<file path="src/csmg_pkg.sv">
// shared types, constants and the crc byte update for the crc16 seeded mask generator
`timescale 1ns / 1ps

package csmg_pkg;

  localparam int unsigned COUNT_W = 6;
  localparam logic [COUNT_W-1:0] MAX_MASK_WORDS = 6'd63;
  localparam logic [COUNT_W-1:0] COUNT_RESET = 6'd16;
  localparam logic [15:0] CRC_POLY = 16'h1021;
  localparam int unsigned FIFO_DEPTH = 2;
  localparam int unsigned FIFO_PTR_W = $clog2(FIFO_DEPTH);

  localparam logic KIND_CRC = 1'b0;
  localparam logic KIND_MASK = 1'b1;

  typedef struct packed {
    logic [7:0] data_byte;
    logic       last_byte;
  } in_word_t;

  typedef struct packed {
    logic               kind;
    logic [31:0]        value;
    logic [COUNT_W-1:0] word_index;
    logic               last;
  } out_word_t;

  typedef enum logic {
    BK_IDLE,
    BK_WORDS
  } back_state_e;

  // msb-first crc-16 update over one byte
  function automatic logic [15:0] crc_byte(input logic [15:0] crc, input logic [7:0] b);
    logic [15:0] c;
    c = crc ^ {b, 8'h00};
    for (int k = 0; k < 8; k++) begin
      if (c[15]) begin
        c = {c[14:0], 1'b0} ^ CRC_POLY;
      end else begin
        c = {c[14:0], 1'b0};
      end
    end
    return c;
  endfunction

endpackage

</file>
<file path="src/csmg_in_if.sv">
// byte input channel
`timescale 1ns / 1ps

interface csmg_in_if;
  logic               valid;
  logic               ready;
  csmg_pkg::in_word_t data;

  modport source(output valid, output data, input ready);
  modport sink(input valid, input data, output ready);
endinterface

</file>
<file path="src/csmg_out_if.sv">
// result output channel
`timescale 1ns / 1ps

interface csmg_out_if;
  logic                valid;
  logic                ready;
  csmg_pkg::out_word_t data;

  modport source(output valid, output data, input ready);
  modport sink(input valid, input data, output ready);
endinterface

</file>
<file path="src/csmg_front.sv">
// front part: running crc over incoming bytes, pushes the checksum on the last byte
`timescale 1ns / 1ps

module csmg_front (
  input  logic             clk_i,
  input  logic             rst_ni,
  csmg_in_if.sink          in_i,
  input  logic             full_i,
  output logic             push_o,
  output logic [15:0]      crc_o
);

  logic [15:0] crc_q, crc_d;
  logic [15:0] crc_next;
  logic        accept;

  assign in_i.ready = !full_i;
  assign accept     = in_i.valid && in_i.ready;
  assign crc_next   = csmg_pkg::crc_byte(crc_q, in_i.data.data_byte);

  assign push_o = accept && in_i.data.last_byte;
  assign crc_o  = crc_next;

  always_comb begin
    crc_d = crc_q;
    if (accept) begin
      // region closes: start over from zero
      crc_d = in_i.data.last_byte ? 16'h0000 : crc_next;
    end
  end

  always_ff @(posedge clk_i or negedge rst_ni) begin
    if (!rst_ni) begin
      crc_q <= 16'h0000;
    end else begin
      crc_q <= crc_d;
    end
  end

endmodule

</file>
<file path="src/csmg_crc_fifo.sv">
// short queue of finished checksums between front and back
`timescale 1ns / 1ps

module csmg_crc_fifo (
  input  logic        clk_i,
  input  logic        rst_ni,
  input  logic        push_i,
  input  logic [15:0] push_data_i,
  input  logic        pop_i,
  output logic [15:0] pop_data_o,
  output logic        full_o,
  output logic        empty_o
);

  localparam int unsigned PtrW = csmg_pkg::FIFO_PTR_W;
  localparam int unsigned CntW = PtrW + 1;
  localparam logic [CntW-1:0] Depth = CntW'(csmg_pkg::FIFO_DEPTH);
  localparam logic [PtrW-1:0] LastPtr = PtrW'(csmg_pkg::FIFO_DEPTH - 1);

  logic [15:0]     mem_q [csmg_pkg::FIFO_DEPTH];
  logic [PtrW-1:0] wr_ptr_q, rd_ptr_q;
  logic [CntW-1:0] cnt_q;
  logic            do_push, do_pop;

  assign full_o     = (cnt_q == Depth);
  assign empty_o    = (cnt_q == '0);
  assign do_push    = push_i && !full_o;
  assign do_pop     = pop_i && !empty_o;
  assign pop_data_o = mem_q[rd_ptr_q];

  always_ff @(posedge clk_i) begin
    if (do_push) begin
      mem_q[wr_ptr_q] <= push_data_i;
    end
  end

  always_ff @(posedge clk_i or negedge rst_ni) begin
    if (!rst_ni) begin
      wr_ptr_q <= '0;
      rd_ptr_q <= '0;
      cnt_q    <= '0;
    end else begin
      if (do_push) begin
        wr_ptr_q <= (wr_ptr_q == LastPtr) ? '0 : wr_ptr_q + PtrW'(1);
      end
      if (do_pop) begin
        rd_ptr_q <= (rd_ptr_q == LastPtr) ? '0 : rd_ptr_q + PtrW'(1);
      end
      if (do_push && !do_pop) begin
        cnt_q <= cnt_q + CntW'(1);
      end else if (do_pop && !do_push) begin
        cnt_q <= cnt_q - CntW'(1);
      end
    end
  end

endmodule

</file>
<file path="src/csmg_back.sv">
// back part: gives the checksum, seeds the mask generator and bursts out the mask words
`timescale 1ns / 1ps

module csmg_back (
  input  logic                           clk_i,
  input  logic                           rst_ni,
  input  logic [csmg_pkg::COUNT_W-1:0]   word_count_i,
  input  logic                           empty_i,
  input  logic [15:0]                    crc_i,
  output logic                           pop_o,
  csmg_out_if.source                     out_o
);

  localparam int unsigned CW = csmg_pkg::COUNT_W;

  csmg_pkg::back_state_e state_q, state_d;
  logic                  out_valid_q, out_valid_d;
  csmg_pkg::out_word_t   out_data_q, out_data_d;
  logic [31:0]           lo_q, lo_d, hi_q, hi_d;
  logic [CW-1:0]         cnt_q, cnt_d, idx_q, idx_d;
  logic [CW-1:0]         count_sat;
  logic                  load;
  logic                  last_word;
  logic [31:0]           t_mix, lo_next, hi_next;

  assign out_o.valid = out_valid_q;
  assign out_o.data  = out_data_q;

  // output slot free this cycle or being emptied
  assign load      = !out_valid_q || out_o.ready;
  assign count_sat = (word_count_i > csmg_pkg::MAX_MASK_WORDS) ?
                     csmg_pkg::MAX_MASK_WORDS : word_count_i;
  assign last_word = ((idx_q + CW'(1)) == cnt_q);

  // shift-xor generator step
  assign t_mix   = {hi_q[0], lo_q[31:1]} ^ {lo_q[19:0], 12'h000};
  assign hi_next = {hi_q[30:0], lo_q[0]};
  assign lo_next = t_mix ^ {20'h00000, t_mix[31:20]};

  always_comb begin
    state_d = state_q;
    unique case (state_q)
      csmg_pkg::BK_IDLE: begin
        if (load && !empty_i && (count_sat != '0)) begin
          state_d = csmg_pkg::BK_WORDS;
        end
      end
      csmg_pkg::BK_WORDS: begin
        if (load && last_word) begin
          state_d = csmg_pkg::BK_IDLE;
        end
      end
      default: state_d = csmg_pkg::BK_IDLE;
    endcase
  end

  always_comb begin
    pop_o       = 1'b0;
    out_valid_d = out_valid_q && !out_o.ready;
    out_data_d  = out_data_q;
    lo_d        = lo_q;
    hi_d        = hi_q;
    cnt_d       = cnt_q;
    idx_d       = idx_q;
    unique case (state_q)
      csmg_pkg::BK_IDLE: begin
        if (load && !empty_i) begin
          pop_o                 = 1'b1;
          out_valid_d           = 1'b1;
          out_data_d.kind       = csmg_pkg::KIND_CRC;
          out_data_d.value      = {16'h0000, crc_i};
          out_data_d.word_index = '0;
          out_data_d.last       = (count_sat == '0);
          lo_d                  = {crc_i, crc_i};
          hi_d                  = {crc_i, crc_i};
          cnt_d                 = count_sat;
          idx_d                 = '0;
        end
      end
      csmg_pkg::BK_WORDS: begin
        if (load) begin
          out_valid_d           = 1'b1;
          out_data_d.kind       = csmg_pkg::KIND_MASK;
          out_data_d.value      = lo_next;
          out_data_d.word_index = idx_q;
          out_data_d.last       = last_word;
          lo_d                  = lo_next;
          hi_d                  = hi_next;
          idx_d                 = idx_q + CW'(1);
        end
      end
      default: begin
        out_valid_d = 1'b0;
      end
    endcase
  end

  always_ff @(posedge clk_i or negedge rst_ni) begin
    if (!rst_ni) begin
      state_q     <= csmg_pkg::BK_IDLE;
      out_valid_q <= 1'b0;
    end else begin
      state_q     <= state_d;
      out_valid_q <= out_valid_d;
    end
  end

  always_ff @(posedge clk_i) begin
    out_data_q <= out_data_d;
    lo_q       <= lo_d;
    hi_q       <= hi_d;
    cnt_q      <= cnt_d;
    idx_q      <= idx_d;
  end

endmodule

</file>
<file path="src/crc16_seeded_mask_generator.sv">
// top level of the crc16 seeded mask generator
`timescale 1ns / 1ps

// takes one byte per cycle when not stalled and keeps a running crc-16/xmodem over the
// region; on the word marked last_byte the checksum goes into a two-entry queue and the
// crc restarts from zero. the back part then sends the checksum word, seeds its two
// 32-bit generator words with the checksum repeated into both halves and sends
// mask_word_count mask words, one per cycle, the final one marked last. a region
// ending in byte n therefore yields 1 + mask_word_count output words at one per cycle
// once the output is taken. the front keeps taking bytes during a burst and stalls
// only while two finished checksums wait in the queue. mask_word_count may only be
// changed while the block is idle.
module crc16_seeded_mask_generator (
  input  logic                         clk_i,
  input  logic                         rst_ni,
  csmg_in_if.sink                      in_i,
  csmg_out_if.source                   out_o,
  input  logic                         cfg_we_i,
  input  logic [csmg_pkg::COUNT_W-1:0] cfg_wdata_i
);

  logic [csmg_pkg::COUNT_W-1:0] word_count_q;
  logic                         push;
  logic [15:0]                  push_crc;
  logic                         pop;
  logic [15:0]                  pop_crc;
  logic                         full;
  logic                         empty;

  always_ff @(posedge clk_i or negedge rst_ni) begin
    if (!rst_ni) begin
      word_count_q <= csmg_pkg::COUNT_RESET;
    end else if (cfg_we_i) begin
      word_count_q <= cfg_wdata_i;
    end
  end

  csmg_front u_front (
    .clk_i  (clk_i),
    .rst_ni (rst_ni),
    .in_i   (in_i),
    .full_i (full),
    .push_o (push),
    .crc_o  (push_crc)
  );

  csmg_crc_fifo u_fifo (
    .clk_i       (clk_i),
    .rst_ni      (rst_ni),
    .push_i      (push),
    .push_data_i (push_crc),
    .pop_i       (pop),
    .pop_data_o  (pop_crc),
    .full_o      (full),
    .empty_o     (empty)
  );

  csmg_back u_back (
    .clk_i        (clk_i),
    .rst_ni       (rst_ni),
    .word_count_i (word_count_q),
    .empty_i      (empty),
    .crc_i        (pop_crc),
    .pop_o        (pop),
    .out_o        (out_o)
  );

endmodule

</file>
<file path="src/flat_wrapper.sv">
// flat-port wrapper written by rule: the top's interface ports become plain ports
module crc16_seeded_mask_generator_flat 
  (clk_i, rst_ni, cfg_we_i, cfg_wdata_i, in_i_valid, in_i_data, in_i_ready, out_o_valid, out_o_data, out_o_ready);
  csmg_in_if in_i_i ();
  csmg_out_if out_o_i ();
  input  logic clk_i;
  input  logic rst_ni;
  input  logic cfg_we_i;
  input  logic [csmg_pkg::COUNT_W-1:0] cfg_wdata_i;
  input wire logic [$bits(in_i_i.valid)-1:0] in_i_valid;
  input wire logic [$bits(in_i_i.data)-1:0] in_i_data;
  output wire logic [$bits(in_i_i.ready)-1:0] in_i_ready;
  output wire logic [$bits(out_o_i.valid)-1:0] out_o_valid;
  output wire logic [$bits(out_o_i.data)-1:0] out_o_data;
  input wire logic [$bits(out_o_i.ready)-1:0] out_o_ready;
  assign in_i_i.valid = in_i_valid;
  assign in_i_i.data = in_i_data;
  assign in_i_ready = in_i_i.ready;
  assign out_o_valid = out_o_i.valid;
  assign out_o_data = out_o_i.data;
  assign out_o_i.ready = out_o_ready;
  crc16_seeded_mask_generator u_core (.clk_i(clk_i), .rst_ni(rst_ni), .in_i(in_i_i), .out_o(out_o_i), .cfg_we_i(cfg_we_i), .cfg_wdata_i(cfg_wdata_i));
endmodule
</file>
<file path="config.mk">
export PLATFORM = sky130hd
export DESIGN_NAME = crc16_seeded_mask_generator_flat
export DESIGN_NICKNAME = d
export VERILOG_FILES = /design/src/csmg_pkg.sv /design/src/csmg_in_if.sv /design/src/csmg_out_if.sv /design/src/csmg_front.sv /design/src/csmg_crc_fifo.sv /design/src/csmg_back.sv /design/src/crc16_seeded_mask_generator.sv /design/src/flat_wrapper.sv
export SDC_FILE = /design/constraint.sdc
export NUM_CORES = 1
export LEC_CHECK = 0
export BUFFER_PORTS_ARGS = -buffer_cell sky130_fd_sc_hd__buf_2
export CORE_AREA = 2 2 113 143
export CTS_CLUSTER_DIAMETER = 200
export DETAILED_ROUTE_END_ITERATION = 16
export DIE_AREA = 0 0 115 145
export GPL_ROUTABILITY_DRIVEN = 0
export HOLD_SLACK_MARGIN = 0.02
export PLACE_DENSITY = 0.55
export SLEW_MARGIN = 20
export SYNTH_ARGS = -nofsm -noshare
export SYNTH_HDL_FRONTEND = slang
export SYNTH_HIERARCHICAL = 1
export SYNTH_SLANG_ARGS = --single-unit
</file>
<file path="constraint.sdc">
create_clock -name clk_i -period 9.5 [get_ports clk_i]
set_clock_uncertainty 0.1 [all_clocks]
set_input_delay 1.9 -clock clk_i [delete_from_list [all_inputs] [get_ports clk_i]]
set_output_delay 1.9 -clock clk_i [all_outputs]
set_load 0.1 [all_outputs]
</file>
==> impl_metrics.toml <==
[outcome]
status = "complete, no violations"

[yosys]
synth_xor_area_frac = 0.143
ys_seq_area_frac = 0.620
synthAdderAreaFrac = 0.00415
synth_seq_cells = 129
syn_area_sq_um = 6030
syn_inst = 394
synthSimpleGateAreaFrac = 0.0621
syn_area_per_cell_sq_um = 15.3
syn-num-nets = 416
muxShareOfSynthArea = 0.0990
synth_cell_types = 35
synth_top_family_by_area = "XOR/XNOR gates"
synth_warnings = 6
synth_compound_area_frac = 0.0274

[clocking]
cts_num_sinks = 129
clk_root_buffer_cell = "clkbuf_16"
cts_inserted_buffers = 17
cts_tree = "done"
htreeDepth = 4
path_clk_slew_ns = 0.06
cts_hold_buf = 0
postCtsSetupRepairBufs = 0
cts_resized = 0
clkLatencyLatePin_ns = 0.40
cts_buffer_depth = 2

[sta]
maxSlewHeadroom = 0.424
finalCritPeriodShare = 0.376
drv_slew = 0
setup_violations = 0
setup_tns_ns = 0
tightestPinTransition_ns = 0.864
rsz0062_at_grt = "false"
hold_viol_final = 0
max_clock_freq_ghz = 0.280
fin_crit_ns = 3.57

[final_layout]
fillers = 1387
stdcell_area_sq_um = 6940
seq_area_sq_um = 3740
n_antenna_cell = 0
multi_input_area_sq_um = 2030
drive_above_1_share = 0.336
fin_util = 0.453
synthToLayoutAreaGrowth_pct = 15.2
stdcell_count = 640
fin_nets = 464

[global_route]
antenna_found_initial = 0
grtUsageTotal = 0.134
grt_overflow = 0
grt_start_max_net_pins = 73
grt_pass1_wl_um = 17100
grt_pass1_vias = 3136

[critical_path]
cp-end-kind = "primary output"
crit_type = "flop to primary output"
critPathMaxFanout = 5
regToRegStartpoint = "u_core/u_back/state_q$_DFF_PN0_"
r2r_slack_ns = 6.91
start_kind = "flop"
crit_chain = "nand2b_1 > inv_1 > inv_1 > buf_2"
cp.required_ns = 7.50
worstPathArrival_ns = 1.57
path_common_cell = "inv_1"
slowest_stage = "dfrtp_1"
slowest_delay_ns = 0.42
reg2reg_depth = 7
worst_r2r_endpoint = "u_core/u_fifo/cnt_q[1]$_DFFE_PN0P_"

[place]
postPlaceCellArea_sq_um = 6370
dpl.hpwl_um = 7340
port_buffers = 61
place_inst = 608

[route]
routed_wl_um = 10500
postRouteAntennaNets = 0
drcViolationCount = 0
drt-vias-per-instance = 4.71
wire_per_inst_um = 16.4
drt_iter0_drc = 108
first_pass_iters = 4
vias = 3016

[hold_path]
min_to = "u_core/u_back/cnt_q[5]$_DFFE_PP_"
hold_start = "u_core/word_count_q[5]$_DFFE_PN0P_"
holdPathStages = 0
hold_class = "flop to flop"

[floorplan]
row_count = 51
start_util = 0.394
io_pins = 62
dieArea_sq_um = 16700
core_area_sq_um = 15300
die_h_um = 145
dieWidth_um = 115

[flow_run]
drv_cap = 0
==> routing by layer <==
metal | GRT usage | part of all wire
met1 | 0.178 | 0.45
met2 | 0.209 | 0.50
met3 | 0.0359 | 0.036
met4 | 0.0536 | 0.013
met5 | 0 | 0
==> worst max path at each step <==
stage,startpoint,to,slack (ns),cells past startpoint
after floorplan,out_o_ready,u_core/u_back/hi_q[0]$_DFFE_PP_,4.31,2
after global placement,in_i_valid,u_core/u_fifo/mem_q[1][11]$_DFFE_PP_,5.75,4
after detailed placement,in_i_valid,u_core/u_fifo/mem_q[1][11]$_DFFE_PP_,5.68,4
after CTS,u_core/u_fifo/cnt_q[0]$_DFFE_PN0P_,in_i_ready,5.89,4
after global routing,u_core/u_fifo/cnt_q[0]$_DFFE_PN0P_,in_i_ready,5.85,4
final,u_core/u_fifo/cnt_q[0]$_DFFE_PN0P_,in_i_ready,5.93,4
==> kinds of logic after synthesis <==
kind of cell,after synthesis
compound gates,24
xor+xnor,73
fa+ha+maj,2
buf+inv,46
flops,129
mux,48
simple gates,72
==> cell usage in the layout (no fill, tap or decap), types with 2 or more instances in the layout <==
master,instances
edfxtp_1,101
buf_2,61
xor2_1,35
mux2_2,33
dfrtp_1,26
and2_1,23
xnor2_1,21
clkbuf_16,17
nand2_1,17
mux2_4,15
nor2_1,13
inv_1,11
a22o_1,10
xnor3_1,9
a21oi_1,5
nor2b_1,5
clkinvlp_4,4
nand2b_1,4
nand3_1,4
xnor2_2,4
o21ai_0,4
clkinv_2,3
buf_4,3
o21ai_1,3
xnor2_4,3
bufinv_16,2
clkbuf_1,2
clkbuf_8,2
clkinv_1,2
ha_1,2
==> synth_stat cells <==
master	n	area, sq um
o21ai_1	3	15.0
buf_2	2	10.0
xnor2_4	3	82.6
buf_12	1	20.0
mux2_4	15	225
nor2_1	14	52.6
nor3_1	1	5.00
nor4_2	1	12.5
nand3_1	4	20.0
buf_4	16	120
nand2_1	17	63.8
a21oi_1	5	25.0
clkbuf_1	14	52.6
dfstp_2	1	26.3
xor2_1	35	307
o21ai_0	4	20.0
xnor3_2	1	23.8
and3_1	1	6.26
nand2b_1	4	25.0
xnor2_2	4	65.1
and2_1	23	144
inv_1	11	41.3
a31o_1	1	8.76
a41oi_1	1	8.76
ha_1	2	25.0
mux2_2	33	372
nor4_1	1	6.26
xnor2_1	21	184
nor2b_1	5	31.3
and2_2	1	7.51
buf_6	2	22.5
dfrtp_1	27	676
edfxtp_1	101	3030
a22o_1	10	87.6
xnor3_1	9	203
==> flip-flops by register name, summed over array words and instances (netlist names), 2 cells and up <==
register and cells:
u_core/u_back/lo_q 32, u_core/u_fifo/mem_q 32, u_core/u_back/out_o.data 24, u_core/u_front/crc_q 16, u_core/u_back/cnt_q 6, u_core/u_back/idx_q 6
u_core/word_count_q 6, u_core/u_fifo/cnt_q 2
==> metrics by stage <==
step | hold slack (ns) | worst slack, ns
4_1_cts | 0.384 | 5.89
3_3_place_gp | 0.372 | 5.75
2_1_floorplan | 0.323 | 4.31
5_1_grt | 0.414 | 5.85
6_report | 0.383 | 5.93
3_5_place_dp | 0.364 | 5.68
==> area by class of cell <==
type	instances	share of cell area
sequential	129	0.538
multi-input combinational	219	0.293
clock buffer	21	0.0663
timing repair buffer	64	0.0472
tap	185	0.0333
clock inverter	11	0.0162
inverter	11	0.00595
==> critical path, delay by kind of cell, from the launching register on <==
family	cells	cell delay [ns]
buf+inv	3	0.57
flops	1	0.42
simple gates	1	0.17
Power is left out: the tool's default activity adds up to more than one toggle a clock period on the data nets, which glitch-free logic cannot reach.
